`src/hdl/rtp_jrb_pkg.sv`:
```
// Shared types and constants for the RTP jitter reorder buffer.
package rtp_jrb_pkg;

    localparam int OP_W       = 2;
    localparam int STATUS_W   = 3;
    localparam int PT_W       = 7;
    localparam int DEPTH_W    = 5;
    localparam int CFG_IDX_W  = 2;
    localparam int CFG_DATA_W = 7;
    localparam int OFFSET_W   = 7;
    localparam int LEN_W      = 11;
    localparam int NOUT_W     = 5;

    localparam int MAX_OUT     = 16;
    localparam int HDR_BYTES   = 12;
    localparam int RTP_VERSION = 2;

    // item opcodes
    localparam logic [OP_W-1:0] OP_ARRIVE  = 2'd0;
    localparam logic [OP_W-1:0] OP_RELEASE = 2'd1;
    localparam logic [OP_W-1:0] OP_FLUSH   = 2'd2;

    // result status codes
    localparam logic [STATUS_W-1:0] ST_OK        = 3'd0;
    localparam logic [STATUS_W-1:0] ST_BAD_VER   = 3'd1;
    localparam logic [STATUS_W-1:0] ST_BAD_TYPE  = 3'd2;
    localparam logic [STATUS_W-1:0] ST_SHORT     = 3'd3;
    localparam logic [STATUS_W-1:0] ST_DUPLICATE = 3'd4;
    localparam logic [STATUS_W-1:0] ST_FULL      = 3'd5;
    localparam logic [STATUS_W-1:0] ST_NONE      = 3'd6;

    localparam logic KIND_STATUS = 1'b0;
    localparam logic KIND_FRAME  = 1'b1;

    // configuration register indexes
    localparam logic [CFG_IDX_W-1:0] CFG_PAYLOAD_TYPE  = 2'd0;
    localparam logic [CFG_IDX_W-1:0] CFG_RELEASE_DEPTH = 2'd1;

    // per-cell update select
    localparam logic [1:0] CELL_HOLD  = 2'd0;
    localparam logic [1:0] CELL_LOAD  = 2'd1;
    localparam logic [1:0] CELL_LEFT  = 2'd2;
    localparam logic [1:0] CELL_RIGHT = 2'd3;

    typedef struct packed {
        logic [OP_W-1:0] op;
        logic [7:0]      header_byte0;
        logic [7:0]      header_byte1;
        logic [15:0]     sequence_req;
        logic [31:0]     timestamp;
        logic [LEN_W-1:0] packet_length;
        logic [15:0]     payload_handle;
    } t_item;

    typedef struct packed {
        logic                kind;
        logic [STATUS_W-1:0] status;
        logic [15:0]         out_sequence;
        logic                out_marker;
        logic [31:0]         out_timestamp;
        logic [15:0]         out_handle;
        logic [OFFSET_W-1:0] payload_offset;
        logic [LEN_W-1:0]    payload_length;
        logic                last;
    } t_result;

    typedef struct packed {
        logic [15:0]         seq;
        logic [31:0]         ts;
        logic                marker;
        logic [OFFSET_W-1:0] offset;
        logic [LEN_W-1:0]    plen;
        logic [15:0]         handle;
    } t_entry;

endpackage

```
`src/hdl/rtp_jrb_cell.sv`:
```
// One slot of the sorted entry chain: holds, loads, or takes a neighbor's entry.
module rtp_jrb_cell (
    input  logic                  i_clk,
    input  logic [1:0]            i_op,
    input  rtp_jrb_pkg::t_entry   i_new,
    input  rtp_jrb_pkg::t_entry   i_left,
    input  rtp_jrb_pkg::t_entry   i_right,
    output rtp_jrb_pkg::t_entry   o_entry
);

    rtp_jrb_pkg::t_entry r_entry;
    rtp_jrb_pkg::t_entry n_entry;

    always_comb begin
        unique case (i_op)
            rtp_jrb_pkg::CELL_LOAD:  n_entry = i_new;
            rtp_jrb_pkg::CELL_LEFT:  n_entry = i_left;
            rtp_jrb_pkg::CELL_RIGHT: n_entry = i_right;
            default:                 n_entry = r_entry;
        endcase
    end

    always_ff @(posedge i_clk) begin
        r_entry <= n_entry;
    end

    assign o_entry = r_entry;

endmodule

```
`src/hdl/rtp_jitter_reorder_buffer.sv`:
```
// Top level of the RTP jitter reorder buffer: control sequencer and cell chain.
// A rejected packet or a flush gives its word in the cycle after start; a release that pops
// nothing gives its word from S_POP; any other packet runs S_SEARCH, one search probe a cycle
// until the window is empty, then compares and inserts in S_PLACE.
// Release emits one frame word per cycle, up to 16 words.
// One item at a time: busy stays high until its last word is issued; results cannot be stalled.
// Synchronous active-low reset empties the buffer and loads payload type 0, release depth 8.
module rtp_jitter_reorder_buffer #(
    parameter int CAPACITY = 16
) (
    input  logic                                   i_clk,
    input  logic                                   i_rst_n,
    input  logic                                   i_start,
    output logic                                   o_busy,
    input  rtp_jrb_pkg::t_item                     i_item,
    output logic                                   o_strobe,
    output rtp_jrb_pkg::t_result                   o_result,
    input  logic                                   i_cfg_we,
    input  logic [rtp_jrb_pkg::CFG_IDX_W-1:0]      i_cfg_index,
    input  logic [rtp_jrb_pkg::CFG_DATA_W-1:0]     i_cfg_data
);

    localparam int CNT_W = $clog2(CAPACITY + 1);
    localparam int IDX_W = $clog2(CAPACITY);
    localparam int CMP_W = (CNT_W > rtp_jrb_pkg::DEPTH_W) ? CNT_W : rtp_jrb_pkg::DEPTH_W;

    localparam logic [1:0] S_IDLE   = 2'd0;
    localparam logic [1:0] S_SEARCH = 2'd1;
    localparam logic [1:0] S_PLACE  = 2'd2;
    localparam logic [1:0] S_POP    = 2'd3;

    logic [1:0]                            r_state, n_state;
    logic [CNT_W-1:0]                      r_count, n_count;
    logic [CNT_W-1:0]                      r_first, n_first;
    logic [CNT_W-1:0]                      r_span, n_span;
    logic [rtp_jrb_pkg::NOUT_W-1:0]        r_nout, n_nout;
    rtp_jrb_pkg::t_entry                   r_new, n_new;
    logic [rtp_jrb_pkg::PT_W-1:0]          r_pt;
    logic [rtp_jrb_pkg::DEPTH_W-1:0]       r_depth;
    logic                                  r_strobe, n_strobe;
    rtp_jrb_pkg::t_result                  r_result, n_result;

    rtp_jrb_pkg::t_entry                   w_cell  [CAPACITY];
    rtp_jrb_pkg::t_entry                   w_left  [CAPACITY];
    rtp_jrb_pkg::t_entry                   w_right [CAPACITY];
    logic [1:0]                            w_op    [CAPACITY];

    logic [rtp_jrb_pkg::OFFSET_W-1:0]      w_offset;
    logic [CNT_W-1:0]                      w_half;
    logic [CNT_W-1:0]                      w_mid;
    logic [IDX_W-1:0]                      w_rd_idx;
    logic [15:0]                           w_rd_seq;
    logic [15:0]                           w_diff;
    logic [CNT_W-1:0]                      w_cnt_m1;
    logic                                  w_pop_ok;
    logic                                  w_more;

    function automatic rtp_jrb_pkg::t_result status_word(
        input logic [rtp_jrb_pkg::STATUS_W-1:0] st
    );
        rtp_jrb_pkg::t_result res;
        res        = '0;
        res.kind   = rtp_jrb_pkg::KIND_STATUS;
        res.status = st;
        res.last   = 1'b1;
        return res;
    endfunction

    // ---------------- cell chain ----------------
    for (genvar g = 0; g < CAPACITY; g++) begin : g_cell
        if (g == 0) begin : g_lo
            assign w_left[g] = r_new;
        end else begin : g_lo
            assign w_left[g] = w_cell[g-1];
        end
        if (g == CAPACITY - 1) begin : g_hi
            assign w_right[g] = r_new;
        end else begin : g_hi
            assign w_right[g] = w_cell[g+1];
        end
        rtp_jrb_cell u_cell (
            .i_clk   (i_clk),
            .i_op    (w_op[g]),
            .i_new   (r_new),
            .i_left  (w_left[g]),
            .i_right (w_right[g]),
            .o_entry (w_cell[g])
        );
    end

    // ---------------- datapath helpers ----------------
    assign w_offset = rtp_jrb_pkg::OFFSET_W'(rtp_jrb_pkg::HDR_BYTES)
                    + {1'b0, i_item.header_byte0[3:0], 2'b00};
    assign w_half   = r_span >> 1;
    assign w_mid    = r_first + w_half;
    // one read port: probe address while searching, insert point otherwise
    assign w_rd_idx = (r_state == S_SEARCH) ? w_mid[IDX_W-1:0] : r_first[IDX_W-1:0];
    assign w_rd_seq = w_cell[w_rd_idx].seq;
    assign w_diff   = w_rd_seq - r_new.seq;
    assign w_cnt_m1 = r_count - CNT_W'(1);
    assign w_pop_ok = (r_count != '0) && (CMP_W'(r_count) >= CMP_W'(r_depth));
    assign w_more   = (w_cnt_m1 != '0) && (CMP_W'(w_cnt_m1) >= CMP_W'(r_depth));

    always_comb begin
        n_state  = r_state;
        n_count  = r_count;
        n_first  = r_first;
        n_span   = r_span;
        n_nout   = r_nout;
        n_new    = r_new;
        n_strobe = 1'b0;
        n_result = '0;
        for (int i = 0; i < CAPACITY; i++) begin
            w_op[i] = rtp_jrb_pkg::CELL_HOLD;
        end

        unique case (r_state)
            S_IDLE: begin
                if (i_start) begin
                    n_new.seq    = i_item.sequence_req;
                    n_new.ts     = i_item.timestamp;
                    n_new.marker = i_item.header_byte1[7];
                    n_new.offset = w_offset;
                    n_new.plen   = i_item.packet_length - rtp_jrb_pkg::LEN_W'(w_offset);
                    n_new.handle = i_item.payload_handle;
                    case (i_item.op)
                        rtp_jrb_pkg::OP_ARRIVE: begin
                            if (i_item.header_byte0[7:6] != 2'(rtp_jrb_pkg::RTP_VERSION)) begin
                                n_strobe = 1'b1;
                                n_result = status_word(rtp_jrb_pkg::ST_BAD_VER);
                            end else if (i_item.header_byte1[6:0] != r_pt) begin
                                n_strobe = 1'b1;
                                n_result = status_word(rtp_jrb_pkg::ST_BAD_TYPE);
                            end else if (i_item.packet_length
                                         < rtp_jrb_pkg::LEN_W'(w_offset)) begin
                                n_strobe = 1'b1;
                                n_result = status_word(rtp_jrb_pkg::ST_SHORT);
                            end else begin
                                n_first = '0;
                                n_span  = r_count;
                                n_state = S_SEARCH;
                            end
                        end
                        rtp_jrb_pkg::OP_RELEASE: begin
                            n_nout  = '0;
                            n_state = S_POP;
                        end
                        rtp_jrb_pkg::OP_FLUSH: begin
                            n_count  = '0;
                            n_strobe = 1'b1;
                            n_result = status_word(rtp_jrb_pkg::ST_OK);
                        end
                        default: begin
                        end
                    endcase
                end
            end

            S_SEARCH: begin
                // lower-bound probe with wrap-around sequence order
                if (r_span == '0) begin
                    n_state = S_PLACE;
                end else if (w_diff[15]) begin
                    n_first = w_mid + CNT_W'(1);
                    n_span  = r_span - w_half - CNT_W'(1);
                end else begin
                    n_span  = w_half;
                end
            end

            S_PLACE: begin
                n_strobe = 1'b1;
                n_state  = S_IDLE;
                if ((r_first < r_count) && (w_rd_seq == r_new.seq)) begin
                    n_result = status_word(rtp_jrb_pkg::ST_DUPLICATE);
                end else if (r_count >= CNT_W'(CAPACITY)) begin
                    n_result = status_word(rtp_jrb_pkg::ST_FULL);
                end else begin
                    n_result = status_word(rtp_jrb_pkg::ST_OK);
                    n_count  = r_count + CNT_W'(1);
                    for (int i = 0; i < CAPACITY; i++) begin
                        if (CNT_W'(i) == r_first) begin
                            w_op[i] = rtp_jrb_pkg::CELL_LOAD;
                        end else if (CNT_W'(i) > r_first) begin
                            w_op[i] = rtp_jrb_pkg::CELL_LEFT;
                        end
                    end
                end
            end

            S_POP: begin
                n_strobe = 1'b1;
                if (w_pop_ok) begin
                    n_result.kind           = rtp_jrb_pkg::KIND_FRAME;
                    n_result.status         = rtp_jrb_pkg::ST_OK;
                    n_result.out_sequence   = w_cell[0].seq;
                    n_result.out_marker     = w_cell[0].marker;
                    n_result.out_timestamp  = w_cell[0].ts;
                    n_result.out_handle     = w_cell[0].handle;
                    n_result.payload_offset = w_cell[0].offset;
                    n_result.payload_length = w_cell[0].plen;
                    n_result.last           = (r_nout == rtp_jrb_pkg::NOUT_W'(
                                                   rtp_jrb_pkg::MAX_OUT - 1)) || !w_more;
                    n_count = w_cnt_m1;
                    n_nout  = r_nout + rtp_jrb_pkg::NOUT_W'(1);
                    for (int i = 0; i < CAPACITY - 1; i++) begin
                        w_op[i] = rtp_jrb_pkg::CELL_RIGHT;
                    end
                    if (n_result.last) begin
                        n_state = S_IDLE;
                    end
                end else begin
                    // only reached when nothing was popped
                    n_result = status_word(rtp_jrb_pkg::ST_NONE);
                    n_state  = S_IDLE;
                end
            end

            default: begin
                n_state = S_IDLE;
            end
        endcase
    end

    always_ff @(posedge i_clk) begin
        if (!i_rst_n) begin
            r_state  <= S_IDLE;
            r_count  <= '0;
            r_first  <= '0;
            r_span   <= '0;
            r_nout   <= '0;
            r_strobe <= 1'b0;
            r_pt     <= '0;
            r_depth  <= rtp_jrb_pkg::DEPTH_W'(8);
        end else begin
            r_state  <= n_state;
            r_count  <= n_count;
            r_first  <= n_first;
            r_span   <= n_span;
            r_nout   <= n_nout;
            r_strobe <= n_strobe;
            if (i_cfg_we) begin
                unique case (i_cfg_index)
                    rtp_jrb_pkg::CFG_PAYLOAD_TYPE:  r_pt    <= i_cfg_data[rtp_jrb_pkg::PT_W-1:0];
                    rtp_jrb_pkg::CFG_RELEASE_DEPTH: r_depth <= i_cfg_data[rtp_jrb_pkg::DEPTH_W-1:0];
                    default: begin
                    end
                endcase
            end
        end
    end

    always_ff @(posedge i_clk) begin
        r_new    <= n_new;
        r_result <= n_result;
    end

    assign o_busy   = (r_state != S_IDLE);
    assign o_strobe = r_strobe;
    assign o_result = r_result;

    // ---------------- assertions ----------------
    a_count_range: assert property (@(posedge i_clk) disable iff (!i_rst_n)
        r_count <= CNT_W'(CAPACITY))
        else $error("entry count beyond capacity");

    a_search_window: assert property (@(posedge i_clk) disable iff (!i_rst_n)
        (r_state == S_SEARCH) |->
            (({1'b0, r_first} + {1'b0, r_span}) <= {1'b0, r_count}))
        else $error("search window outside stored entries");

    a_frame_ok: assert property (@(posedge i_clk) disable iff (!i_rst_n)
        (o_strobe && o_result.kind == rtp_jrb_pkg::KIND_FRAME) |->
            (o_result.status == rtp_jrb_pkg::ST_OK))
        else $error("frame word with nonzero status");

    a_status_last: assert property (@(posedge i_clk) disable iff (!i_rst_n)
        (o_strobe && o_result.kind == rtp_jrb_pkg::KIND_STATUS) |-> o_result.last)
        else $error("status word without last mark");

    a_last_idle: assert property (@(posedge i_clk) disable iff (!i_rst_n)
        (o_strobe && o_result.last) |-> !o_busy)
        else $error("busy after final word of an item");

endmodule
```
`config.mk`:
```
export PLATFORM = sky130hd
export DESIGN_NAME = rtp_jitter_reorder_buffer
export DESIGN_NICKNAME = d
export VERILOG_FILES = /design/src/hdl/rtp_jrb_pkg.sv /design/src/hdl/rtp_jrb_cell.sv /design/src/hdl/rtp_jitter_reorder_buffer.sv
export SDC_FILE = /design/constraint.sdc
export NUM_CORES = 2
export LEC_CHECK = 0
export ABC_AREA = 1
export ABC_CLOCK_PERIOD_IN_PS = 9500
export BUFFER_PORTS_ARGS = -buffer_cell sky130_fd_sc_hd__buf_4
export CAP_MARGIN = 5
export CORE_UTILIZATION = 40
export CTS_CLUSTER_DIAMETER = 30
export DETAILED_ROUTE_END_ITERATION = 10
export HOLD_SLACK_MARGIN = 0.06
export PLACE_DENSITY = 0.61
export RECOVER_POWER = 100
export SLEW_MARGIN = 15
export SYNTH_ARGS = -nofsm -noshare
export SYNTH_HDL_FRONTEND = slang
export SYNTH_HIERARCHICAL = 1
export SYNTH_SLANG_ARGS = --single-unit
```
`constraint.sdc`:
```
create_clock -name i_clk -period 9.5 [get_ports i_clk]
set_clock_uncertainty 0.15 [all_clocks]
set_input_delay 0.475 -clock i_clk [delete_from_list [all_inputs] [get_ports i_clk]]
set_output_delay 0.475 -clock i_clk [all_outputs]
set_load 0.05 [all_outputs]
```
# Word level (Yosys, flattened, before mapping)
# Cells that the tools add are included.
# word_totals
register_bits	1534
input_bits	106
elab_cells	393
# op_classes
addsub	10
eq_ne	91
reduce_logical	43
n_mux	107
bitwise_logic	1
order_cmp	22
# op_table
op	n
$pmux W83 S3	14
$mux W86	4
$bmux W83 S4	1
$pmux W83 S2	2
$pmux W88 S3	1
$mux W87	2
$pmux W86 S2	1
$mux W83	2
$mux W5	22
$mux W88	1
$mux W2	40
$eq A2 B2 Y1 const B	35
$mux W32	2
$pmux W30 S2	1
$reduce_bool A3 Y1	15
$eq A4 B5 Y1 const A	8
$gt A4 B5 Y1 const A	8
$eq A2 B1 Y1 const B	19
$mux W30	1
$pmux W5 S2	3
$eq A3 B5 Y1 const A	4
$gt A3 B5 Y1 const A	4
$ne A2 B2 Y1 const B	10
$eq A16 B16 Y1	1
40 further kinds	73

# Depth between registers and ports, before layout
# depth
depth_word	13
mapped_depth	33
ltp_nobuf	27

# By module
# Netlist, hierarchy kept.
# by_module_without_submodules
module	n_inst	area_per_inst_um2	seq_area_each_um2	cells_each
rtp_jrb_cell	16	4351.7	2492.4	464
rtp_jitter_reorder_buffer	1	11225.8	4894.7	1362

# Least setup slack after synthesis
# Ideal clock, no wire load.
# synth_path
kind	register -> register
start	reg r_span[1]
end	reg g_cell[13].u_cell.r_entry (netlist bit g_cell[13].u_cell/o_entry[0]), enable pin
synth_period_minus_slack_ps	6525
slack_ps	2975
stages_incl_launch_ff	30
t_arrival_ps	5563
required_ps	8538
setup_time_ps	812
cell_sequence	dfxtp_1 -> ha_1 -> fa_1 -> xnor2_1 -> o21ai_1 -> inv_1 -> clkbuf_1 -> clkbuf_1 -> o211ai_1 -> o31ai_1 -> inv_1 -> ha_1 -> nand2_1 -> inv_1 -> nand4_1 -> nor4b_1 -> nand2_1 -> nor2_1 -> nand3_2 -> nand2_4 -> inv_2 -> nand2_4 -> nor2_4 -> inv_2 -> o21ai_2 -> buf_4 -> inv_2 -> buf_6 -> buf_6 -> nand2_1
# synth_lines
item	line_no	rtl
start: declaration	rtp_jitter_reorder_buffer.sv:35	logic [CNT_W-1:0] r_span, n_span;
start signal: assignment	rtp_jitter_reorder_buffer.sv:239	r_span <= n_span;
end signal: assignment	rtp_jrb_cell.sv:24	r_entry <= n_entry;
end: declaration	rtp_jrb_cell.sv:11	rtp_jrb_pkg::t_entry r_entry;

==> report_table.html <==
<table>
<tr><th>Metric</th><th>Value</th></tr>
<tr><th colspan="2">Clocking</th></tr>
<tr><td>Deepest clock path buffer count</td><td>4</td></tr>
<tr><td>H-tree depth reported by CTS</td><td>5</td></tr>
<tr><td>Number of buffers inserted to repair setup after CTS</td><td>0</td></tr>
<tr><td>Count of hold buffers inserted by post-cts repair</td><td>around 130</td></tr>
<tr><td>Source-to-sink clock delay at the later pin of the worst-skew pair</td><td>approximately 0.99 ns</td></tr>
<tr><td>TritonCTS buffer count</td><td>400</td></tr>
<tr><td>Clock Pin Slew Worst Setup and Hold Paths</td><td>about 0.04 ns</td></tr>
<tr><td>Number of gates given a new drive strength after cts</td><td>0</td></tr>
<tr><td>Number of sinks on the clock net</td><td>around 1.5k</td></tr>
<tr><td>CTS tree</td><td>yes</td></tr>
<tr><td>Root buffer selected by CTS</td><td>clkbuf_16</td></tr>
<tr><th colspan="2">Drt</th></tr>
<tr><td>Antenna violation net count after detailed routing</td><td>0</td></tr>
<tr><td>Number of detailed-route iterations in the first pass</td><td>9</td></tr>
<tr><td># DRC</td><td>0</td></tr>
<tr><td>Number of violations reported at the end of detailed-routing iteration 0</td><td>slightly above 9k</td></tr>
<tr><td>Routed via count divided by cell count</td><td>5.88</td></tr>
<tr><td>Routed wire length per instance</td><td>about 22 um</td></tr>
<tr><td>Overall routed net length</td><td>between 200 and 300 mm</td></tr>
<tr><td>Via total after detailed routing</td><td>roughly 70k</td></tr>
<tr><th colspan="2">Worst hold path</th></tr>
<tr><td>Hold_sp</td><td>i_item[3]</td></tr>
<tr><td>HP Class</td><td>input port to register</td></tr>
<tr><th colspan="2">STA</th></tr>
<tr><td>Maximum frequency from static timing analysis</td><td>around 110 MHz</td></tr>
<tr><td>Final setup violation count</td><td>0</td></tr>
<tr><td>Measured slew at the worst slew-check pin</td><td>approximately 3.2 ns</td></tr>
<tr><td>Worst slew margin relative to its limit</td><td>-113%</td></tr>
<tr><td>Total count of hold-check failures in the final report</td><td>0</td></tr>
<tr><td>Share of the cycle needed by the critical path after routing</td><td>about 90%</td></tr>
<tr><td>RSZ-0062 raised after global routing</td><td>no</td></tr>
<tr><td>Final slew viol count</td><td>about 760</td></tr>
<tr><td>Clock period minus final worst setup slack</td><td>roughly 8.8 ns</td></tr>
<tr><td>Aggregate negative setup slack</td><td>0 ns</td></tr>
<tr><th colspan="2">Synth</th></tr>
<tr><td>Number of synthesized flops with an enable pin</td><td>1409</td></tr>
<tr><td>Number of distinct standard cells referenced by the synthesized netlist</td><td>between 50 and 60</td></tr>
<tr><td>Cell count after synthesis</td><td>8786</td></tr>
<tr><td>Post-synth top flop</td><td>edfxtp_1</td></tr>
<tr><td>Cell Area, Synth</td><td>approximately 81000 um^2</td></tr>
<tr><td>Post-synthesis sequential element count</td><td>roughly 1.5k</td></tr>
<tr><td>Avg Synthesized Cell Area</td><td>9.20 um^2</td></tr>
<tr><td>Yosys warnings</td><td>6</td></tr>
<tr><td>Async SR Flop Fraction</td><td>0%</td></tr>
<tr><td>Sequential fraction of the synthesis area</td><td>between 50% and 60%</td></tr>
<tr><th colspan="2">Pwr</th></tr>
<tr><td>Power per cell area</td><td>370 nW/um^2</td></tr>
<tr><td>Maximum vdd ir drop</td><td>approximately 240 uV</td></tr>
<tr><td>Static leakage</td><td>around 36 nW</td></tr>
<tr><th colspan="2">Layout</th></tr>
<tr><td>Proportion of layout cells with a drive suffix above 1</td><td>under 10%</td></tr>
<tr><td>Core Util, Final</td><td>between 40% and 50%</td></tr>
<tr><td>Commonest non-fill, non-tap cells in the layout</td><td>nand3_1, nand2_1, edfxtp_1</td></tr>
<tr><td>Total number of nets in the final design</td><td>roughly 9.0k</td></tr>
<tr><td>Area growth from synthesis to layout</td><td>19.2%</td></tr>
<tr><td>Leading cell type in the layout, fill and taps excluded</td><td>nand3_1</td></tr>
<tr><td>Post-Layout Inst Area</td><td>96400 um^2</td></tr>
<tr><th colspan="2">Setup path</th></tr>
<tr><td>Element type at the critical path end</td><td>register</td></tr>
<tr><td>Critical path origin</td><td>r_first[0]$_SDFFE_PN0P_</td></tr>
<tr><td>Startpoint of the lowest-slack register-to-register path</td><td>r_first[0]$_SDFFE_PN0P_</td></tr>
<tr><td>Crit Path Max Fanout</td><td>37</td></tr>
<tr><td>Arrival @ worst endpoint</td><td>between 9 and 10 ns</td></tr>
<tr><td>Critical path class</td><td>register to register</td></tr>
<tr><td>Required time reported for the critical path endpoint</td><td>~9.9 ns</td></tr>
<tr><td>Setup crit start kind</td><td>register</td></tr>
<tr><th colspan="2">Place</th></tr>
<tr><td>Placed wire-length estimate after detailed placement</td><td>around 170 mm</td></tr>
<tr><td>Count of port buffers added during placement</td><td>approximately 190</td></tr>
<tr><td>Placer's final routability congestion estimate</td><td>0.860</td></tr>
<tr><td>Post-DP Area</td><td>slightly above 80000 um^2</td></tr>
<tr><th colspan="2">Outcome</th></tr>
<tr><td>Run status</td><td>finished, violations left</td></tr>
<tr><td>Violated checks</td><td>capacitance limit, slew limit</td></tr>
<tr><th colspan="2">Global routing</th></tr>
<tr><td>Maximum number of pins on one net before global-route repair</td><td>167</td></tr>
<tr><td>Number of antenna violations at the first check in global routing</td><td>1</td></tr>
<tr><td>Tot GR Track Use</td><td>24.2%</td></tr>
<tr><td>Vias in the first global route</td><td>roughly 64k</td></tr>
<tr><td>Global-route wire length before repair</td><td>396 mm</td></tr>
<tr><td>Overflow left after global routing</td><td>0</td></tr>
<tr><th colspan="2">Die</th></tr>
<tr><td>Count of standard-cell rows</td><td>between 150 and 200</td></tr>
<tr><td>Number of I/O pins</td><td>just under 200</td></tr>
<tr><td>Vertical die dimension</td><td>about 450 um</td></tr>
<tr><td>Effective utilization at floorplan</td><td>approximately two fifths</td></tr>
<tr><td>Die outline width</td><td>452 um</td></tr>
<tr><td>Floorplan die area</td><td>about 200000 um^2</td></tr>
<tr><td>Core area</td><td>200000 um^2</td></tr>
<tr><th colspan="2">Job</th></tr>
<tr><td>Max Cap Violations</td><td>10</td></tr>
</table>
[worst paths after layout]
path	endpoint	slack, ns	cells after the start
worst max-delay path	g_cell[1].u_cell/o_entry[0]$_DFFE_PP_	0.75	25
worst min-delay path	r_new[3]$_DFFE_PP_	0.12	2
worst max register to register	g_cell[1].u_cell/o_entry[0]$_DFFE_PP_	0.75	25
worst min register to register	r_nout[4]$_SDFFE_PN0P_	0.33	2
[final cells by class]
| class | instances | area (um^2) |
|---|---|---|
| multi-input combinational | 6301 | 30800 |
| fill | 18500 | 104000 |
| antenna | 1 | 2.50 |
| clock buffer | 458 | 10400 |
| sequential | 1532 | 44800 |
| tap | 2656 | 3320 |
| inverter | 171 | 651 |
| timing repair buffer | 462 | 3550 |
| clock inverter | 261 | 2790 |
[critical path: stages (launching register included)]
cell and delay (ns):
dfxtp_1 0.62, ha_1 0.36, inv_1 0.12, nand3_2 0.53
nand2_4 0.66, buf_4 0.53, mux2i_1 0.25, a221oi_1 0.09
nor3_1 0.44, or2_0 0.19, inv_1 0.04, ha_1 0.27
nand2_1 0.06, inv_1 0.05, nand4_1 0.08, nor4b_1 0.53
nand2_1 0.11, nor2_1 0.14, nand3_2 0.10, nand2_1 0.36
nor2_1 0.15, nand2_1 0.55, o21ai_4 0.26, inv_1 0.22
nand2_1 0.79, clkbuf_2 0.63
[metrics by stage]
step / hold WS (ns) / setup slack, ns / std cells / power, mW
floorplan: 0.295 / 2.97 / 8821 / 19.3
global placement: 0.307 / 1.73 / 11000 / 21.8
detailed placement: 0.320 / 1.59 / 11000 / 22.1
CTS: 0.0625 / 1.58 / 11800 / 35.5
global route: 0.101 / 0.506 / 11800 / 37.3
finish: 0.122 / 0.746 / 11800 / 35.6
[cells by family (layout without fill, tap and decap cells)]
| logic type | count (synthesis) | in the layout | synth area share, % |
|---|---|---|---|
| AND/OR/NAND/NOR | 5866 | 5866 | 33.8 |
| flip-flops | 1532 | 1532 | 55.4 |
| buffers and inverters | 988 | 1352 | 7.01 |
| AO/OA/AOI/OAI | 288 | 288 | 2.24 |
| adder cells (fa/ha/maj) | 55 | 55 | 0.879 |
| multiplexers | 34 | 34 | 0.421 |
| XOR/XNOR | 22 | 22 | 0.238 |
| other | 1 | 37 | 0.00464 |
[where the power goes]
group | switching [mW] | internal, mW | leakage, nW
sequential | 1.93 | 10.6 | 13.9
combinational | 6.91 | 2.92 | 15.6
clock | 4.03 | 9.26 | 6.45
[per-layer routing]
metal	GRT usage (%)	wire length (um)	vias to the layer above
li1	-	-	32100
met1	39.9	122000	33100
met2	30.9	99200	4124
met3	5.52	31500	319
met4	5.91	3980	0
met5	0	0	-
[synth_stat cells, types with 3 or more instances]
cell      number  area [um^2]
o22ai_1        3         18.8
nor4_1         4         25.0
nor2_1       157          589
a32o_1        10          100
buf_4         52          390
xor2_1        11         96.3
o31ai_1       14          105
a221oi_1      40          350
o21ai_0       72          360
nand2_2        4         25.0
fa_1           3         60.1
o21ai_2        4         35.0
inv_2         36          135
a221o_1        8         80.1
nor3_1        23          115
a21oi_1      107          536
buf_2        522         2610
nand4_1       13         81.3
ha_1          52          651
o21ai_1        5         25.0
nand2_1     1541         5780
buf_6        147         1660
xnor2_1       11         96.3
dfxtp_1      123         2460
inv_1        131          492
buf_1         19         71.3
clkbuf_1      77          289
nand3_1     4101        20500
o211ai_1      13         97.6
mux2i_1       34          340
nand3_2        6         60.1
or2_1          6         37.5
edfxtp_1    1409        42300
nand2_4        3         33.8
[flip-flops by register name (all words and copies together), names as in the netlist]
register and flops:
g_cell.u_cell/o_entry 1328, o_result 88, o_strobe 1, r_count 5
r_depth 5, r_first 5, r_new 81, r_nout 5
r_pt 7, r_span 5, r_state 2
Note: power is estimated with default switching activity, not from simulation.
